<file path="config.mk">
export PLATFORM = sky130hd
export DESIGN_NAME = dual_timer_counter_unit
export DESIGN_NICKNAME = d
export VERILOG_FILES = /design/src/rtl/dct_pkg.sv /design/src/rtl/dual_timer_counter_unit.sv /design/src/rtl/dct_timer.sv
export SDC_FILE = /design/constraint.sdc
export NUM_CORES = 1
export LEC_CHECK = 0
export BUFFER_PORTS_ARGS = -buffer_cell sky130_fd_sc_hd__buf_2
export CAP_MARGIN = 20
export CORE_ASPECT_RATIO = 0.75
export CORE_MARGIN = 8
export CORE_UTILIZATION = 45
export CTS_BUF_LIST = sky130_fd_sc_hd__clkbuf_8
export CTS_CLUSTER_SIZE = 28
export DETAILED_ROUTE_END_ITERATION = 8
export GPL_TIMING_DRIVEN = 0
export MAX_ROUTING_LAYER = met4
export PLACE_DENSITY_LB_ADDON = 0.15
export SKIP_CTS_REPAIR_TIMING = 1
export SYNTH_ARGS = -nofsm -noshare
export SYNTH_HDL_FRONTEND = slang
export SYNTH_HIERARCHICAL = 1
export SYNTH_SLANG_ARGS = --single-unit
</file>
<file path="constraint.sdc">
create_clock -name clock -period 5.5 [get_ports clock]
set_clock_uncertainty 0.2 [all_clocks]
set_input_delay 0.825 -clock clock [delete_from_list [all_inputs] [get_ports clock]]
set_output_delay 0.825 -clock clock [all_outputs]
set_load 0.005 [all_outputs]
</file>
<file path="src/rtl/dct_pkg.sv">
package dct_pkg;

   // Operation carried by each input item.
   typedef enum logic [1:0] {
      ACT_TICK  = 2'd0,
      ACT_WRITE = 2'd1,
      ACT_READ  = 2'd2,
      ACT_ACK   = 2'd3
   } action_type;

   // Register map.
   localparam logic [2:0] REG_T0_LOW  = 3'd0;
   localparam logic [2:0] REG_T0_HIGH = 3'd1;
   localparam logic [2:0] REG_T1_LOW  = 3'd2;
   localparam logic [2:0] REG_T1_HIGH = 3'd3;
   localparam logic [2:0] REG_MODE    = 3'd4;
   localparam logic [2:0] REG_CONTROL = 3'd5;
   localparam logic [2:0] REG_IRQ_EN  = 3'd6;

   // Timer mode codes; all other codes hold the timer still.
   localparam logic [2:0] MODE_COUNT16 = 3'd1;
   localparam logic [2:0] MODE_RELOAD  = 3'd2;
   localparam logic [2:0] MODE_SPLIT   = 3'd3;

   // Field positions in the mode and control words.
   localparam int T0_MODE_LSB = 0;
   localparam int T1_MODE_LSB = 4;
   localparam int T0_RUN_BIT  = 4;
   localparam int T1_RUN_BIT  = 6;

   // Count registers of one timer.
   typedef struct packed {
      logic [7:0] low;
      logic [7:0] high;
   } timer_count_type;

   // Next count and overflow from one timer step.
   typedef struct packed {
      timer_count_type count;
      logic            overflow;
   } timer_step_type;

endpackage

</file>
<file path="src/rtl/dual_timer_counter_unit.sv">
// Two byte-pair timers behind a byte-wide register map. Each input item is a
// tick, a register write, a register read or an interrupt acknowledge, and
// produces exactly one result item holding the read byte (zero unless the
// item was a read) and both pending flags as they stand after the item. The
// unit takes one item per clock cycle when the output is not stalled; an item
// passes an input register and updates the timer state as it moves on to the
// result register, and a stalled output holds it in the input register. Both
// timers compute their next state combinationally for each item, which sets
// this rate.
module dual_timer_counter_unit (
   input  logic        clock,
   input  logic        reset,
   input  logic        req_tvalid,
   output logic        req_tready,
   input  logic [15:0] req_tdata,  // reg_index[2:0], write_data[10:3], zero
   input  logic [1:0]  req_tuser,  // action[1:0]
   output logic        rsp_tvalid,
   input  logic        rsp_tready,
   output logic [15:0] rsp_tdata   // read_data[7:0], timer0_pending[8],
                                   // timer1_pending[9], zero
);
   import dct_pkg::*;

   // Input register.
   logic       in_valid_ff;
   action_type in_action_ff;
   logic [2:0] in_index_ff;
   logic [7:0] in_data_ff;

   // Block state.
   timer_count_type t0_ff, t0_in;
   timer_count_type t1_ff, t1_in;
   logic [7:0]      mode_ff, mode_in;
   logic [7:0]      control_ff, control_in;
   logic [1:0]      irq_en_ff, irq_en_in;
   logic [1:0]      pending_ff, pending_in;

   // Result register.
   logic       rsp_valid_ff;
   logic [7:0] rsp_read_ff, rsp_read_in;

   logic           advance;
   timer_step_type t0_step;
   timer_step_type t1_step;

   // The held item moves on when the result register is free or being taken.
   assign advance    = in_valid_ff && (!rsp_valid_ff || rsp_tready);
   assign req_tready = !in_valid_ff || advance;

   always_ff @(posedge clock) begin
      if (reset) begin
         in_valid_ff <= 1'b0;
      end else if (req_tready) begin
         in_valid_ff <= req_tvalid;
      end
   end

   always_ff @(posedge clock) begin
      if (reset) begin
         in_action_ff <= ACT_TICK;
         in_index_ff  <= 3'd0;
         in_data_ff   <= 8'd0;
      end else if (req_tready && req_tvalid) begin
         in_action_ff <= action_type'(req_tuser[1:0]);
         in_index_ff  <= req_tdata[2:0];
         in_data_ff   <= req_tdata[10:3];
      end
   end

   dct_timer u_timer0 (
      .count (t0_ff),
      .mode  (mode_ff[T0_MODE_LSB +: 3]),
      .run   (control_ff[T0_RUN_BIT]),
      .step  (t0_step)
   );

   dct_timer u_timer1 (
      .count (t1_ff),
      .mode  (mode_ff[T1_MODE_LSB +: 3]),
      .run   (control_ff[T1_RUN_BIT]),
      .step  (t1_step)
   );

   // Next state and read byte for the item in the input register.
   always_comb begin
      t0_in       = t0_ff;
      t1_in       = t1_ff;
      mode_in     = mode_ff;
      control_in  = control_ff;
      irq_en_in   = irq_en_ff;
      pending_in  = pending_ff;
      rsp_read_in = 8'd0;
      unique case (in_action_ff)
         ACT_TICK: begin
            t0_in = t0_step.count;
            t1_in = t1_step.count;
            if (t0_step.overflow && irq_en_ff[0]) begin
               pending_in[0] = 1'b1;
            end
            if (t1_step.overflow && irq_en_ff[1]) begin
               pending_in[1] = 1'b1;
            end
         end
         ACT_WRITE: begin
            unique case (in_index_ff)
               REG_T0_LOW:  t0_in.low  = in_data_ff;
               REG_T0_HIGH: t0_in.high = in_data_ff;
               REG_T1_LOW:  t1_in.low  = in_data_ff;
               REG_T1_HIGH: t1_in.high = in_data_ff;
               REG_MODE:    mode_in    = in_data_ff;
               REG_CONTROL: control_in = in_data_ff;
               REG_IRQ_EN:  irq_en_in  = in_data_ff[1:0];
               default:     ;
            endcase
         end
         ACT_READ: begin
            unique case (in_index_ff)
               REG_T0_LOW:  rsp_read_in = t0_ff.low;
               REG_T0_HIGH: rsp_read_in = t0_ff.high;
               REG_T1_LOW:  rsp_read_in = t1_ff.low;
               REG_T1_HIGH: rsp_read_in = t1_ff.high;
               REG_MODE:    rsp_read_in = mode_ff;
               REG_CONTROL: rsp_read_in = control_ff;
               REG_IRQ_EN:  rsp_read_in = {6'd0, irq_en_ff};
               default:     rsp_read_in = 8'd0;
            endcase
         end
         ACT_ACK: begin
            pending_in = 2'b00;
         end
      endcase
   end

   // State is committed as the item moves into the result register.
   always_ff @(posedge clock) begin
      if (reset) begin
         t0_ff      <= '0;
         t1_ff      <= '0;
         mode_ff    <= 8'd0;
         control_ff <= 8'd0;
         irq_en_ff  <= 2'b00;
         pending_ff <= 2'b00;
      end else if (advance) begin
         t0_ff      <= t0_in;
         t1_ff      <= t1_in;
         mode_ff    <= mode_in;
         control_ff <= control_in;
         irq_en_ff  <= irq_en_in;
         pending_ff <= pending_in;
      end
   end

   // Result register; pending flags are read back from the state itself.
   always_ff @(posedge clock) begin
      if (reset) begin
         rsp_valid_ff <= 1'b0;
      end else if (advance) begin
         rsp_valid_ff <= 1'b1;
      end else if (rsp_tready) begin
         rsp_valid_ff <= 1'b0;
      end
   end

   always_ff @(posedge clock) begin
      if (advance) begin
         rsp_read_ff <= rsp_read_in;
      end
   end

   assign rsp_tvalid = rsp_valid_ff;
   assign rsp_tdata  = {6'd0, pending_ff, rsp_read_ff};

   // An acknowledged item leaves both flags clear.
   assert property (@(posedge clock) disable iff (reset)
      (advance && in_action_ff == ACT_ACK) |=> (pending_ff == 2'b00))
      else $error("pending flags not cleared by acknowledge");

   // Only a read item returns a nonzero byte.
   assert property (@(posedge clock) disable iff (reset)
      (advance && in_action_ff != ACT_READ) |=> (rsp_read_ff == 8'd0))
      else $error("read byte nonzero for a non-read item");

   // A flag can only be raised while its interrupt is enabled.
   assert property (@(posedge clock) disable iff (reset)
      $rose(pending_ff[0]) |-> irq_en_ff[0])
      else $error("timer 0 flag raised while disabled");

   assert property (@(posedge clock) disable iff (reset)
      $rose(pending_ff[1]) |-> irq_en_ff[1])
      else $error("timer 1 flag raised while disabled");

endmodule

</file>
<file path="src/rtl/dct_timer.sv">
module dct_timer (
   input  dct_pkg::timer_count_type count,
   input  logic [2:0]               mode,
   input  logic                     run,
   output dct_pkg::timer_step_type  step
);
   import dct_pkg::*;

   logic       low_wrap;
   logic       high_wrap;
   logic [7:0] low_inc;
   logic [7:0] high_inc;

   assign low_wrap  = (count.low == 8'hFF);
   assign high_wrap = (count.high == 8'hFF);
   assign low_inc   = count.low + 8'd1;
   assign high_inc  = count.high + 8'd1;

   // One tick in the selected mode; a stopped timer or unused mode holds.
   always_comb begin
      step.count    = count;
      step.overflow = 1'b0;
      if (run) begin
         unique case (mode)
            MODE_COUNT16: begin
               step.count.low = low_inc;
               if (low_wrap) begin
                  step.count.high = high_inc;
               end
               step.overflow = low_wrap && high_wrap;
            end
            MODE_RELOAD: begin
               step.count.low = low_wrap ? count.high : low_inc;
               step.overflow  = low_wrap;
            end
            MODE_SPLIT: begin
               step.count.low  = low_inc;
               step.count.high = high_inc;
               step.overflow   = low_wrap || high_wrap;
            end
            default: begin
               step.count    = count;
               step.overflow = 1'b0;
            end
         endcase
      end
   end

endmodule
</file>
==> results.sh <==
export IMPL_pwr_share_seq_pct=52.9
export IMPL_whs_ps=296.8
export IMPL_drt_pass1_iter_count=6
export IMPL_post_route_period_util_pct=45.96
export IMPL_drt_initial_drc_count=496
export IMPL_clk_latency_ps=370
export IMPL_path_buf_inv=0
export IMPL_synth_most_common_cell="nor2_1"
export IMPL_cp_required_ps=5580
export IMPL_p_clk_share_pct=32.8
export IMPL_internal_power_w=0.0008109
export IMPL_htreeDepth=3
export IMPL_pwr_share_comb_pct=14.3
export IMPL_antenna_left=0
export IMPL_status="finished clean"
export IMPL_synth_top_area_cell="dfxtp_1"
export IMPL_synth_seq_area_share_pct=34.57
export IMPL_hold_path_class="reg2reg"
export IMPL_antenna_cells=0
export IMPL_grt_pass1_wl_mm=22.87
export IMPL_place_worst_setup_slack_ps=2828
export IMPL_place_gp_congestion=0.9933
export IMPL_clk_pin_slew_ps=80
export IMPL_first_global_vias=4066
export IMPL_regToRegSetupSlack_ps=2970
export IMPL_io_pins=40
export IMPL_critPathSlowestCell="dfxtp_1"
export IMPL_final_core_utilization_pct=50.22
export IMPL_fin_ws_ps=2972
export IMPL_start_kind="flip-flop"
export IMPL_netlist_area_um2=4574
export IMPL_cts_buffers=9
export IMPL_die_x_um=132.4
export IMPL_finalMaxSlewViolations=0
export IMPL_syn_to_final_growth_pct=10.78
export IMPL_p_switching_w=0.0003695
export IMPL_vias_per_cell=5.953
export IMPL_placementRows=32
export IMPL_clk_path_buf_depth=2
export IMPL_drv_cap=0
export IMPL_syn_inst=535
export IMPL_root_buffer="clkbuf_8"
export IMPL_die_area_um2=13680
export IMPL_p_per_area_nw_per_um2=232.9
export IMPL_finalHoldViolations=0
export IMPL_syn_avg_cell_area_um2=8.550
export IMPL_end_kind="flip-flop"
export IMPL_finalSetupViolCount=0
export IMPL_synth_top_cells_by_area="dfxtp_1 (29%), a21oi_1 (5.9%), nor2_1 (5.7%), a211oi_1 (5.4%), edfxtp_1 (5.3%)"
export IMPL_start_util_pct=45.34
export IMPL_relSlewSlack_pct=45.84
export IMPL_grt_use_total_pct=22.22
export IMPL_cp_max_fo=9
export IMPL_crit_chain="ha_1, nand3_4, o21ba_4, nor4_1, xor2_1, a21oi_1, a211oi_1"
export IMPL_async_flop_share_pct=0
export IMPL_place_hpwl_mm=10.50
export IMPL_synth_ff_type="dfxtp_1"
export IMPL_drc=0
export IMPL_overflow=0
export IMPL_rsz0062_at_grt="false"
export IMPL_path_class="reg2reg"
export IMPL_nFillCells=1004
export IMPL_fin_tns_setup_ps=0
export IMPL_vias=4280
export IMPL_crit_family="compound AO/OA/AOI/OAI gates"
export IMPL_synth_top_area_share_pct=29.32
export IMPL_crit_arrival_ps=2610
export IMPL_die_height_um=103.3
export IMPL_ir_worst_vdd_mv=0.1632
export IMPL_yosys_warnings=6
export IMPL_max_stage_delay_ps=550
export IMPL_numPortBuffers=27
export IMPL_power_share_switching_pct=31.30
export IMPL_grt_start_max_net_pins=14
export IMPL_leakagePower_nw=1.830
export IMPL_antenna_found_initial=0
export IMPL_synth_enable_flop_cells=8
export IMPL_cts_sinks=75
export IMPL_core_area_um2=10090
export IMPL_finalCriticalPeriod_ps=2528
export IMPL_routed_wl_mm=14.10
export IMPL_fmaxAchievable_ghz=0.3956
export IMPL_tritoncts="built"
export IMPL_layout_nets=604
export IMPL_ys_types=55
export IMPL_ys_seq_elements=75
export IMPL_ys_top_cells_by_count="nor2_1 (69), dfxtp_1 (67), nand2_1 (61), a21oi_1 (54), a211oi_1 (33)"
export IMPL_worst_pin_slew_ps=809.4
export IMPL_post_drt_wl_per_cell_um=19.61
export IMPL_drive_gt1_share_pct=16.98
-- logic make-up after synthesis --
| kind of cell | Yosys count | share of synthesized area (%) |
|---|---|---|
| AOI/OAI and AO/OA | 136 | 21.01 |
| and+or+nand+nor | 212 | 23.82 |
| DFF | 75 | 34.57 |
| muxes | 40 | 9.983 |
| buffers and inverters | 43 | 4.787 |
| xor gates and xnor gates | 22 | 4.212 |
| other | 1 | 0.08198 |
| adders and majority gates | 6 | 1.532 |
-- routing by layer --
metal	vias up	global-route usage (%)	share of wire, %
li1	2020	-	-
met1	2025	30.05	48
met2	213	31.63	40
met3	22	5.598	9.3
met4	0	7.652	2.2
met5	-	-	0
-- power by group through the flow --
stage | clock [W] | combinational (W) | sequential (W)
detailed placement | 0 | 0.000166 | 0.000636
global route | 0.000419 | 0.000188 | 0.000629
finish | 0.000387 | 0.000169 | 0.000625
floorplan | 0 | 0.000125 | 0.000618
CTS | 0.000393 | 0.000167 | 0.000623
global placement | 0 | 0.000163 | 0.000635
-- layout make-up --
type / count / area [um^2] / area share (%)
plain buffers: 33 / 181.4 / 3.580
clock buffers: 9 / 123.9 / 2.444
clock inverters: 7 / 45.04 / 0.8889
inverters: 10 / 37.54 / 0.7407
multi-input cells: 422 / 2793 / 55.11
flip-flops and latches: 75 / 1582 / 31.21
well taps: 136 / 170.2 / 3.358
repair buffers: 27 / 135.1 / 2.667
-- path summary, 6_finish.rpt --
kind	from	endpoint	cells past startpoint
worst max register to register	t1_ff[8]	t1_ff[7]	7
worst min-delay path	in_data_ff[4]	in_data_ff[4]	2
worst min register to register	in_data_ff[4]	in_data_ff[4]	2
worst max-delay path	t1_ff[8]	t1_ff[7]	7
-- placed cells by master, fill, tap and decap left out, types with 8 or more instances in the layout --
cell,count
o21ai_0,12
nor4_1,11
xor2_1,12
buf_2,37
clkbuf_8,9
edfxtp_1,8
nand2b_1,9
mux2i_1,22
nand3_1,12
nand2_1,61
mux2_2,15
a21oi_1,54
a211oi_1,33
and2_1,12
nor2_1,69
dfxtp_1,67
clkbuf_1,11
inv_1,11
xnor2_1,10
nor3_1,9
-- flip-flops by register name (all words and copies together) (netlist names) --
signal / count
t0_ff: 16
t1_ff: 16
control_ff: 8
in_data_ff: 8
mode_ff: 8
rsp_read_ff: 8
in_index_ff: 3
in_action_ff: 2
irq_en_ff: 2
pending_ff: 2
in_valid_ff: 1
rsp_tvalid: 1
-- worst reg2reg max path, cell delays in order, from the launching register on --
cell      delay [ps]
dfxtp_1          550
ha_1             300
nand3_4          160
o21ba_4          300
nor4_1           430
xor2_1           190
a21oi_1           80
a211oi_1         230
-- per-stage QoR --
step	instance area, um^2	total power (W)	std cells
2_1_floorplan	4593	0.0007433	540
5_1_grt	5067	0.001236	719
4_1_cts	5067	0.001184	719
6_report	5067	0.001180	719
3_5_place_dp	4898	0.0008021	703
3_3_place_gp	4898	0.0007986	703
Power figures use the tool's default switching activity.
